<file path="config.mk">
export PLATFORM = sky130hd
export DESIGN_NAME = rc_receiver_frame_decoder
export DESIGN_NICKNAME = d
export VERILOG_FILES = /design/src/rtl/rcfd_pkg.sv /design/src/rtl/rcfd_chan_store.sv /design/src/rtl/rc_receiver_frame_decoder.sv
export SDC_FILE = /design/constraint.sdc
export NUM_CORES = 1
export LEC_CHECK = 0
export ABC_AREA = 1
export BUFFER_PORTS_ARGS = -buffer_cell sky130_fd_sc_hd__buf_2
export CAP_MARGIN = 10
export CELL_PAD_IN_SITES_DETAIL_PLACEMENT = 0
export CELL_PAD_IN_SITES_GLOBAL_PLACEMENT = 1
export CORE_ASPECT_RATIO = 0.5
export CORE_MARGIN = 3
export CORE_UTILIZATION = 51
export CTS_CLUSTER_SIZE = 25
export DETAILED_ROUTE_END_ITERATION = 16
export PLACE_DENSITY_LB_ADDON = 0.1
export SLEW_MARGIN = 40
export SYNTH_ARGS = -nofsm -noshare
export SYNTH_HDL_FRONTEND = slang
export SYNTH_SLANG_ARGS = --single-unit
</file>
<file path="constraint.sdc">
create_clock -name clk -period 4.1 [get_ports clk]
set_input_delay 0.205 -clock clk [delete_from_list [all_inputs] [get_ports clk]]
set_output_delay 0.205 -clock clk [all_outputs]
set_load 0.05 [all_outputs]
</file>
<file path="src/rtl/rcfd_pkg.sv">
// Shared types and constants of the receiver frame decoder.
package rcfd_pkg;

    localparam int FRAME_BYTES  = 32;
    localparam int NUM_CHANNELS = 14;
    localparam int POS_W        = $clog2(FRAME_BYTES);
    localparam int CH_W         = $clog2(NUM_CHANNELS);

    localparam logic [7:0]       HDR_FIRST   = 8'h20;
    localparam logic [7:0]       HDR_SECOND  = 8'h40;
    localparam logic [15:0]      SUM_START   = 16'hFFFF;
    localparam logic [15:0]      SUM_LOCKED  = SUM_START - 16'(HDR_FIRST) - 16'(HDR_SECOND);
    localparam logic [POS_W-1:0] POS_FIRST   = POS_W'(2);
    localparam logic [POS_W-1:0] POS_CHK_LO  = POS_W'(30);
    localparam logic [POS_W-1:0] POS_CHK_HI  = POS_W'(31);
    localparam logic [CH_W-1:0]  CH_COUNT    = CH_W'(NUM_CHANNELS);
    localparam logic [CH_W-1:0]  CH_LAST     = CH_W'(NUM_CHANNELS - 1);

    typedef enum logic [1:0] {
        PH_HUNT  = 2'd0,
        PH_HDR   = 2'd1,
        PH_FRAME = 2'd2
    } phase_t;

    typedef struct packed {
        logic            en;
        logic [CH_W-1:0] addr;
        logic [15:0]     data;
    } wr_req_t;

    typedef struct packed {
        logic            active;
        logic [CH_W-1:0] idx;
    } drain_stat_t;

endpackage

</file>
<file path="src/rtl/rcfd_chan_store.sv">
// Channel memory with the drain sequencer and the registered result output.
module rcfd_chan_store (
    input  logic                   clk,
    input  logic                   rst_n,
    input  rcfd_pkg::wr_req_t      wr,
    input  logic                   start,
    output rcfd_pkg::drain_stat_t  drain,
    output logic                   out_valid,
    input  logic                   out_stall,
    output logic [3:0]             chan_index,
    output logic [15:0]            chan_value,
    output logic                   last_chan
);
    import rcfd_pkg::*;

    logic [15:0]     mem [NUM_CHANNELS];
    logic [15:0]     data_reg;
    logic [CH_W-1:0] idx_reg;
    logic            last_reg;
    logic            out_valid_reg;
    logic            active_reg;
    logic [CH_W-1:0] drain_idx_reg;
    logic            rd_en;

    assign rd_en = active_reg && (!out_valid_reg || !out_stall);

    always_ff @(posedge clk)
    begin
        if (wr.en)
        begin
            mem[wr.addr] <= wr.data;
        end
        if (rd_en)
        begin
            data_reg <= mem[drain_idx_reg];
            idx_reg  <= drain_idx_reg;
            last_reg <= (drain_idx_reg == CH_LAST);
        end
    end

    always_ff @(posedge clk or negedge rst_n)
    begin
        if (!rst_n)
        begin
            out_valid_reg <= 1'b0;
            active_reg    <= 1'b0;
            drain_idx_reg <= '0;
        end
        else
        begin
            if (rd_en)
            begin
                out_valid_reg <= 1'b1;
            end
            else if (!out_stall)
            begin
                out_valid_reg <= 1'b0;
            end
            if (start)
            begin
                active_reg    <= 1'b1;
                drain_idx_reg <= '0;
            end
            else if (rd_en)
            begin
                if (drain_idx_reg == CH_LAST)
                begin
                    active_reg <= 1'b0;
                end
                drain_idx_reg <= drain_idx_reg + CH_W'(1);
            end
        end
    end

    assign drain.active = active_reg;
    assign drain.idx    = drain_idx_reg;
    assign out_valid    = out_valid_reg;
    assign chan_index   = 4'(idx_reg);
    assign chan_value   = data_reg;
    assign last_chan    = last_reg;

endmodule

</file>
<file path="src/rtl/rc_receiver_frame_decoder.sv">
// Top level of the receiver frame decoder: header hunt, checksum and channel drain.
//
//  Channel | Handshake            | Payload
//  input   | in_valid / in_stall  | rx_byte[7:0]
//  output  | out_valid / out_stall| chan_index[3:0], chan_value[15:0], last_chan
//
// One request is taken per cycle unless in_stall is high; a verified frame yields 14 results,
// one per cycle unless out_stall holds them, each registered from the channel memory.
// Reset returns the parser to header hunt and empties the output register.
// While results drain, input stalls only on a byte that would overwrite a channel
// not yet read, or on the final byte of the next frame.
// A stall on the output while a result is valid holds it and pauses the memory reads.
module rc_receiver_frame_decoder (
    input  logic        clk,
    input  logic        rst_n,
    input  logic        in_valid,
    output logic        in_stall,
    input  logic [7:0]  rx_byte,
    output logic        out_valid,
    input  logic        out_stall,
    output logic [3:0]  chan_index,
    output logic [15:0] chan_value,
    output logic        last_chan
);
    import rcfd_pkg::*;

    phase_t           phase_reg, phase_next;
    logic [POS_W-1:0] count_reg, count_next;
    logic [15:0]      sum_reg, sum_next;
    logic [7:0]       pend_reg, pend_next;
    logic [7:0]       chk_reg, chk_next;
    logic             accept;
    logic [CH_W-1:0]  ch;
    wr_req_t          wr;
    logic             start;
    drain_stat_t      drain;

    assign ch     = CH_W'(count_reg[POS_W-1:1] - 4'd1);
    assign accept = in_valid && !in_stall;

    assign in_stall = drain.active && (phase_reg == PH_FRAME) &&
                      ((count_reg == POS_CHK_HI) ||
                       ((count_reg < POS_CHK_LO) && count_reg[0] && (ch >= drain.idx)));

    always_ff @(posedge clk or negedge rst_n)
    begin
        if (!rst_n)
        begin
            phase_reg <= PH_HUNT;
            count_reg <= '0;
            sum_reg   <= SUM_START;
            pend_reg  <= '0;
            chk_reg   <= '0;
        end
        else
        begin
            phase_reg <= phase_next;
            count_reg <= count_next;
            sum_reg   <= sum_next;
            pend_reg  <= pend_next;
            chk_reg   <= chk_next;
        end
    end

    always_comb
    begin
        phase_next = phase_reg;
        count_next = count_reg;
        sum_next   = sum_reg;
        pend_next  = pend_reg;
        chk_next   = chk_reg;
        wr.en      = 1'b0;
        wr.addr    = ch;
        wr.data    = {rx_byte, pend_reg};
        start      = 1'b0;
        if (accept)
        begin
            unique case (phase_reg)
                PH_FRAME:
                begin
                    if (count_reg < POS_CHK_LO)
                    begin
                        sum_next = sum_reg - 16'(rx_byte);
                        if (!count_reg[0])
                        begin
                            pend_next = rx_byte;
                        end
                        else if (ch < CH_COUNT)
                        begin
                            wr.en = 1'b1;
                        end
                        count_next = count_reg + POS_W'(1);
                    end
                    else if (count_reg == POS_CHK_LO)
                    begin
                        chk_next   = rx_byte;
                        count_next = count_reg + POS_W'(1);
                    end
                    else
                    begin
                        start      = ({rx_byte, chk_reg} == sum_reg);
                        phase_next = PH_HUNT;
                        count_next = '0;
                        sum_next   = SUM_START;
                    end
                end
                PH_HDR:
                begin
                    if (rx_byte == HDR_SECOND)
                    begin
                        phase_next = PH_FRAME;
                        count_next = POS_FIRST;
                        sum_next   = SUM_LOCKED;
                    end
                    else if (rx_byte != HDR_FIRST)
                    begin
                        phase_next = PH_HUNT;
                        count_next = '0;
                        sum_next   = SUM_START;
                    end
                end
                default:
                begin
                    if (rx_byte == HDR_FIRST)
                    begin
                        phase_next = PH_HDR;
                        count_next = POS_W'(1);
                    end
                    else
                    begin
                        phase_next = PH_HUNT;
                        count_next = '0;
                        sum_next   = SUM_START;
                    end
                end
            endcase
        end
    end

    rcfd_chan_store u_store (
        .clk        (clk),
        .rst_n      (rst_n),
        .wr         (wr),
        .start      (start),
        .drain      (drain),
        .out_valid  (out_valid),
        .out_stall  (out_stall),
        .chan_index (chan_index),
        .chan_value (chan_value),
        .last_chan  (last_chan)
    );

    assert property (@(posedge clk) disable iff (!rst_n)
        out_valid && last_chan |-> chan_index == 4'(CH_LAST))
        else $error("last channel flag on wrong index");

    assert property (@(posedge clk) disable iff (!rst_n)
        out_valid && !out_stall && !last_chan |=>
            out_valid && chan_index == $past(chan_index) + 4'd1)
        else $error("channel results not in order");

    assert property (@(posedge clk) disable iff (!rst_n)
        wr.en && drain.active |-> wr.addr < drain.idx)
        else $error("channel overwritten before it was read");

    assert property (@(posedge clk) disable iff (!rst_n)
        start |-> !drain.active)
        else $error("new frame verified while previous frame drains");

endmodule
</file>
==> results.ini, run 1 <==
[synth]
synth_mux_area_share_pct = 0
post-synth-top-area-cell = sky130_fd_sc_hd__edfxtp_1
synth_seq_area_share_pct = 67.2
yosys.area.top_type_share_pct = 58.1
synth.cell_area_sq_um = 12700
number_of_nets_in_the_synthesized_netlist = 1149
synth_fa_ha_area_share_pct = 2.63
top_reg_cell_synth = sky130_fd_sc_hd__edfxtp_1
yosys.area_share.simple_pct = 14.1
post-synth-top-count-cell = sky130_fd_sc_hd__edfxtp_1
synth_compound_area_share_pct = 10.8
postSynthCellCount = 1111
synth-warning-count = 0
synth.distinct_cells = 39
synth_xor_xnor_area_share_pct = 1.32
post_synth_edffs = 245
postSynthRegisterBits = 290
synth_common_cells = 245 x sky130_fd_sc_hd__edfxtp_1, 170 x sky130_fd_sc_hd__nand2_1, 156 x sky130_fd_sc_hd__o21ai_0, 147 x sky130_fd_sc_hd__nor2_1, 70 x sky130_fd_sc_hd__inv_1
syn_avg_cell_area_sq_um = 11.4
yosys-top-cells-area = sky130_fd_sc_hd__edfxtp_1 58%, sky130_fd_sc_hd__o21ai_0 6.2%, sky130_fd_sc_hd__dfrtp_1 5.7%
postSynth.asyncResetShare_pct = 15.5
dominant_combinational_cell_family_by_area_after_synthesis = simple AND/OR/NAND/NOR gates

[power]
p_sw_share_pct = 20.4
power-per-cell-area_nw_per_um2 = 423
p_int_mw = 4.79
power.static_leakage_nw = 5.24
power.combinational.fraction_pct = 2.8
totalPowerFinal_mw = 6.02
vdd.ir_drop.worst_v = 0.000310
p_seq_share_pct = 53.4
power.switching_mw = 1.23
share_clk_of_total_power_pct = 43.8

[finish]
drive_above_1_share_pct = 13.0
layout-area-overhead-vs-synth_pct = 12.5
finish.cell_count_without_fillers = 1506
fin_area_sq_um = 14200
layout.nets = 1188
antenna_cells_inserted = 0
final_util_pct = 58.9
largest_register_ffs = 224
num-fill-cells = 1950

[placed_design]
place.detailed.hpwl_mm = 19.6
placed_cells = 1456
routabilityCongestion = 0.823
place_worst_setup_slack_ns = 0.546
port-buffer-count = 34
area_after_detailed_placement_sq_um = 13300

[worst_setup_path]
worstPathMaxFanout = 14
timing.critical_path.required_ns = 4.34
r2r-end = u_store.mem[6][0]
ff_to_ff_setup_slack_ns = 0.58
critical_path_class = reg -> reg
critical_path.endpoint_type = register
critical_path_arrival_ns = 3.76
rr_worst_depth = 15
worst_setup_path_start_kind = register
rr_startpoint = count_reg[1]

[timing]
final-setup-viol-count = 0
final_critical_path_setup_slack_ns = 0.580
timing.max_slew.rel_slack_pct = 51.0
timing_worst_slew_pin_value_ns = 0.735
period_minus_slack_ns = 3.52
grt_setup_unrepaired = false
fmax_ghz = 0.284
fin_crit_sh_pct = 85.9
fin_skew_ns = 0.0249
setup_tns_ns = 0
drv_slew = 0
report.final.hold_viol_count = 0
hold_slack_ns = 0.114

[detailed_routing]
detail_route.first_pass.iterations = 5
avgRoutedWirePerCell_um = 19.7
postRouteWirelength_mm = 29.6
drc = 0
drt_first_iter_violations = 1030
detail_route.vias_per_cell = 5.57
ant_nets = 0
num_vias = 8381

[floorplan]
core_area_sq_um = 24200
start_util_pct = 52.3
fp.dieH_um = 117
die-area_sq_um = 26800
fp-row-count = 40
io_pins = 35
die_w_um = 229

[clocking]
clock_tree.root_cell = sky130_fd_sc_hd__clkbuf_16
cts-hold-fix-buffers = 2
clock_insertion_delay_worst_skew_ns = 0.55
cts_inserted_buffers = 26
post-cts-setup-buffer-count = 0
clock_sinks = 290
tritoncts = done
cts-root-to-sink-buffers = 3
cts.clk_slew.worst_paths_ns = 0.07
clock_tree.htree_level_count = 1
post_cts_resized = 0

[global_routing]
vias_in_the_first_global_route = 8038
pin_count_of_the_biggest_net_entering_global_routing = 80
number_of_antenna_violations_at_the_first_check_in_global_routing = 0
grt.overflow.total = 0
grt_first_pass_wirelength_mm = 47.0
grt_util_all_layers_pct = 22.3

[min_path]
timing.hold.worst.class = in -> reg
worst_hold_startpoint = rx_byte[5]
hold-path-cell-count = 1
worstHoldEndpoint = u_store.mem[8][13]

[flow_run]
cap_violations = 0

[run_status]
run_status = finished, final reports clean

## power groups by stage
stage          combinational, mW  clock [mW]  sequential (mW)
6_report                   0.169        2.64             3.21
5_1_grt                    0.192        2.81             3.21
4_1_cts                    0.171        2.68             3.21
3_3_place_gp               0.166           0             3.27
2_1_floorplan             0.0970           0             3.27
3_5_place_dp               0.169           0             3.27
## layout by cell type, fill, tap and decap left out, types with 28 or more instances in the layout
| cell type | instances |
|---|---|
| sky130_fd_sc_hd__nand2_1 | 170 |
| sky130_fd_sc_hd__o221ai_1 | 28 |
| sky130_fd_sc_hd__buf_2 | 34 |
| sky130_fd_sc_hd__nand3_1 | 41 |
| sky130_fd_sc_hd__edfxtp_1 | 245 |
| sky130_fd_sc_hd__dfrtp_1 | 28 |
| sky130_fd_sc_hd__o21ai_0 | 156 |
| sky130_fd_sc_hd__nor2_1 | 146 |
| sky130_fd_sc_hd__inv_1 | 68 |
| sky130_fd_sc_hd__buf_4 | 28 |
## layout make-up
class	count	area [sq um]	share of cell area (%)
repair buffers	64	400	2.81
clock inverters	19	263	1.85
flip-flops and latches	290	8510	59.8
inverters	72	270	1.90
multi-input cells	696	3710	26.1
clock buffers	29	662	4.65
well taps	336	420	2.95
## critical path: stages, from the launching register on
cell	delay, ns
sky130_fd_sc_hd__dfrtp_1	0.48
sky130_fd_sc_hd__inv_1	0.16
sky130_fd_sc_hd__ha_1	0.24
sky130_fd_sc_hd__xnor2_1	0.29
sky130_fd_sc_hd__inv_1	0.11
sky130_fd_sc_hd__ha_1	0.30
sky130_fd_sc_hd__nand2_1	0.07
sky130_fd_sc_hd__inv_1	0.04
sky130_fd_sc_hd__nand2_1	0.05
sky130_fd_sc_hd__nand3_1	0.07
sky130_fd_sc_hd__nand2_1	0.07
sky130_fd_sc_hd__nand2_2	0.08
sky130_fd_sc_hd__nand2_8	0.12
sky130_fd_sc_hd__nand4_4	0.30
sky130_fd_sc_hd__nor3_2	0.54
sky130_fd_sc_hd__buf_4	0.30
## layer usage
layer / global-route usage [%] / vias to the layer above / wire (um)
met2: 32.3 / 245 / 12700
met3: 4.85 / 25 / 1970
met5: 0 / - / 0
li1: - / 4021 / -
met1: 35.3 / 4090 / 14600
met4: 3.39 / 0 / 314
## cell families after synthesis
| group | count (synthesis) |
|---|---|
| simple gates | 408 |
| compound gates | 243 |
| buf+inv | 125 |
| fa+ha+maj | 26 |
| flops | 290 |
| xor+xnor | 19 |
## how the worst max path moves through the flow
| stage | slack [ns] | endpoint | start |
|---|---|---|---|
| 5_1_grt | 0.23 | u_store.mem[13][9] | count_reg[1] |
| 4_1_cts | 0.54 | u_store.mem[13][3] | count_reg[1] |
| 2_1_floorplan | 0.48 | u_store.mem[12][0] | count_reg[1] |
| 3_5_place_dp | 0.55 | u_store.mem[13][13] | count_reg[1] |
| 3_3_place_gp | 0.69 | u_store.mem[13][11] | count_reg[1] |
| 6_report | 0.58 | u_store.mem[6][0] | count_reg[1] |
No activity file was read; power rests on OpenSTA's default activity.
==> run 2, diff against run 1 <==
--- a/config.mk
+++ b/config.mk
@@ -11,11 +11,10 @@
 export CELL_PAD_IN_SITES_DETAIL_PLACEMENT = 0
 export CELL_PAD_IN_SITES_GLOBAL_PLACEMENT = 1
 export CORE_ASPECT_RATIO = 0.5
-export CORE_MARGIN = 3
 export CORE_UTILIZATION = 51
 export CTS_CLUSTER_SIZE = 25
 export DETAILED_ROUTE_END_ITERATION = 16
-export PLACE_DENSITY_LB_ADDON = 0.1
+export PLACE_DENSITY = 0.9
 export SLEW_MARGIN = 40
 export SYNTH_ARGS = -nofsm -noshare
 export SYNTH_HDL_FRONTEND = slang
==> results.ini, run 2 (same netlist as run 1, synthesis figures left out) <==
[detailed_routing]
drt_first_iter_violations = 1246
drc = 0
ant_nets = 0
num_vias = 8748
avgRoutedWirePerCell_um = 20.6
detail_route.first_pass.iterations = 5
postRouteWirelength_mm = 30.9
detail_route.vias_per_cell = 5.84

[run_status]
run_status = finished, final reports clean

[timing]
final_critical_path_setup_slack_ns = 0.650
report.final.hold_viol_count = 0
grt_setup_unrepaired = false
final-setup-viol-count = 0
timing.max_slew.rel_slack_pct = 44.3
fin_crit_sh_pct = 84.1
setup_tns_ns = 0
fin_skew_ns = 0.0274
timing_worst_slew_pin_value_ns = 0.835
hold_slack_ns = 0.119
fmax_ghz = 0.290
period_minus_slack_ns = 3.45
drv_slew = 0

[floorplan]
io_pins = 35
die-area_sq_um = 25500
start_util_pct = 52.3
fp-row-count = 40
core_area_sq_um = 24200
die_w_um = 225
fp.dieH_um = 113

[worst_setup_path]
path_cells = inv_1, ha_1, xnor2_1, inv_1, ha_1, nand2_1, inv_1, nand2_1, nand3_1, nand2_1, nand2_2, nand2_8, nand4_4, nor3_2, buf_4
critical_path_arrival_ns = 3.71
r2r-end = u_store.mem[13][5]
rr_startpoint = count_reg[1]
critical_path_class = reg -> reg
worstPathMaxFanout = 14
critical_path.endpoint_type = register
ff_to_ff_setup_slack_ns = 0.65
critPathSlowestCell = sky130_fd_sc_hd__dfrtp_1
crit_end = u_store.mem[13][5]
rr_worst_depth = 15
worstSetupStartpoint = count_reg[1]
worst_setup_path_start_kind = register
timing.critical_path.required_ns = 4.36
crit_path_max_incr_delay_ns = 0.49

[global_routing]
number_of_antenna_violations_at_the_first_check_in_global_routing = 0
vias_in_the_first_global_route = 8409
grt.overflow.total = 0
grt_util_all_layers_pct = 25.0
pin_count_of_the_biggest_net_entering_global_routing = 115
grt_first_pass_wirelength_mm = 48.3

[power]
power-per-cell-area_nw_per_um2 = 403
totalPowerFinal_mw = 5.66
vdd.ir_drop.worst_v = 0.000284
power.static_leakage_nw = 5.15

[min_path]
timing.hold.worst.class = in -> reg

[clocking]
cts-hold-fix-buffers = 2
clock_sinks = 290
clock_tree.htree_level_count = 1
cts-root-to-sink-buffers = 3
post-cts-setup-buffer-count = 0
clock_insertion_delay_worst_skew_ns = 0.56
post_cts_resized = 0
cts_inserted_buffers = 26
clock_tree.root_cell = sky130_fd_sc_hd__clkbuf_16
tritoncts = done
cts.clk_slew.worst_paths_ns = 0.07

[finish]
largest_register_ffs = 224
layout_common_cells = 245 x sky130_fd_sc_hd__edfxtp_1, 170 x sky130_fd_sc_hd__nand2_1, 156 x sky130_fd_sc_hd__o21ai_0
layout-area-overhead-vs-synth_pct = 11.0
antenna_cells_inserted = 0
layout.nets = 1181
fin_area_sq_um = 14000
num-fill-cells = 1920
drive_above_1_share_pct = 12.2
most_common_cell_after_layout_fill_and_taps_aside = sky130_fd_sc_hd__edfxtp_1
finish.cell_count_without_fillers = 1498
final_util_pct = 58.1

[placed_design]
routabilityCongestion = 0.857
place.detailed.hpwl_mm = 19.3
placed_cells = 1449
port-buffer-count = 34
place_worst_setup_slack_ns = 0.706
area_after_detailed_placement_sq_um = 13200

[flow_run]
cap_violations = 0

run 2: critical path, delay by kind of cell (launching register included):
family                   cells  cell delay, ns
flip-flops                   1            0.49
buffers and inverters        4            0.60
AND/OR/NAND/NOR              8            1.22
XOR/XNOR                     1            0.30
adder cells (fa/ha/maj)      2            0.54
run 2: worst min path at each step:
stage                           from                  to  slack [ns]  depth (start not counted)
after global placement         rst_n        phase_reg[1]        0.44                          1
after detailed placement       rst_n          chk_reg[6]        0.26                          1
after CTS                 rx_byte[5]  u_store.mem[5][13]        0.10                          1
after global routing      rx_byte[3]  u_store.mem[5][11]        0.12                          1
after floorplan                rst_n          chk_reg[0]       -0.09                          0
final                     rx_byte[3]  u_store.mem[5][11]        0.12                          1
run 2: final cells by class:
cell class	count	area, sq um	area share [%]
clock buffers	33	687	4.89
clock inverters	14	90.1	0.641
inverters	72	270	1.92
multi-input cells	696	3710	26.4
flip-flops and latches	290	8500	60.6
well taps	336	420	2.99
repair buffers	57	358	2.55
run 2: layer usage:
metal | part of all wire (%) | global-route usage, %
met1 | 42 | 35.5
met2 | 46 | 39.1
met3 | 9.6 | 5.95
met4 | 2.4 | 6.67
met5 | 0 | 0
run 2: report_power, final:
part	total [mW]	internal (mW)	switching, mW
combinational	0.168	0.0454	0.122
clock	2.28	1.19	1.08
sequential	3.21	3.19	0.0162
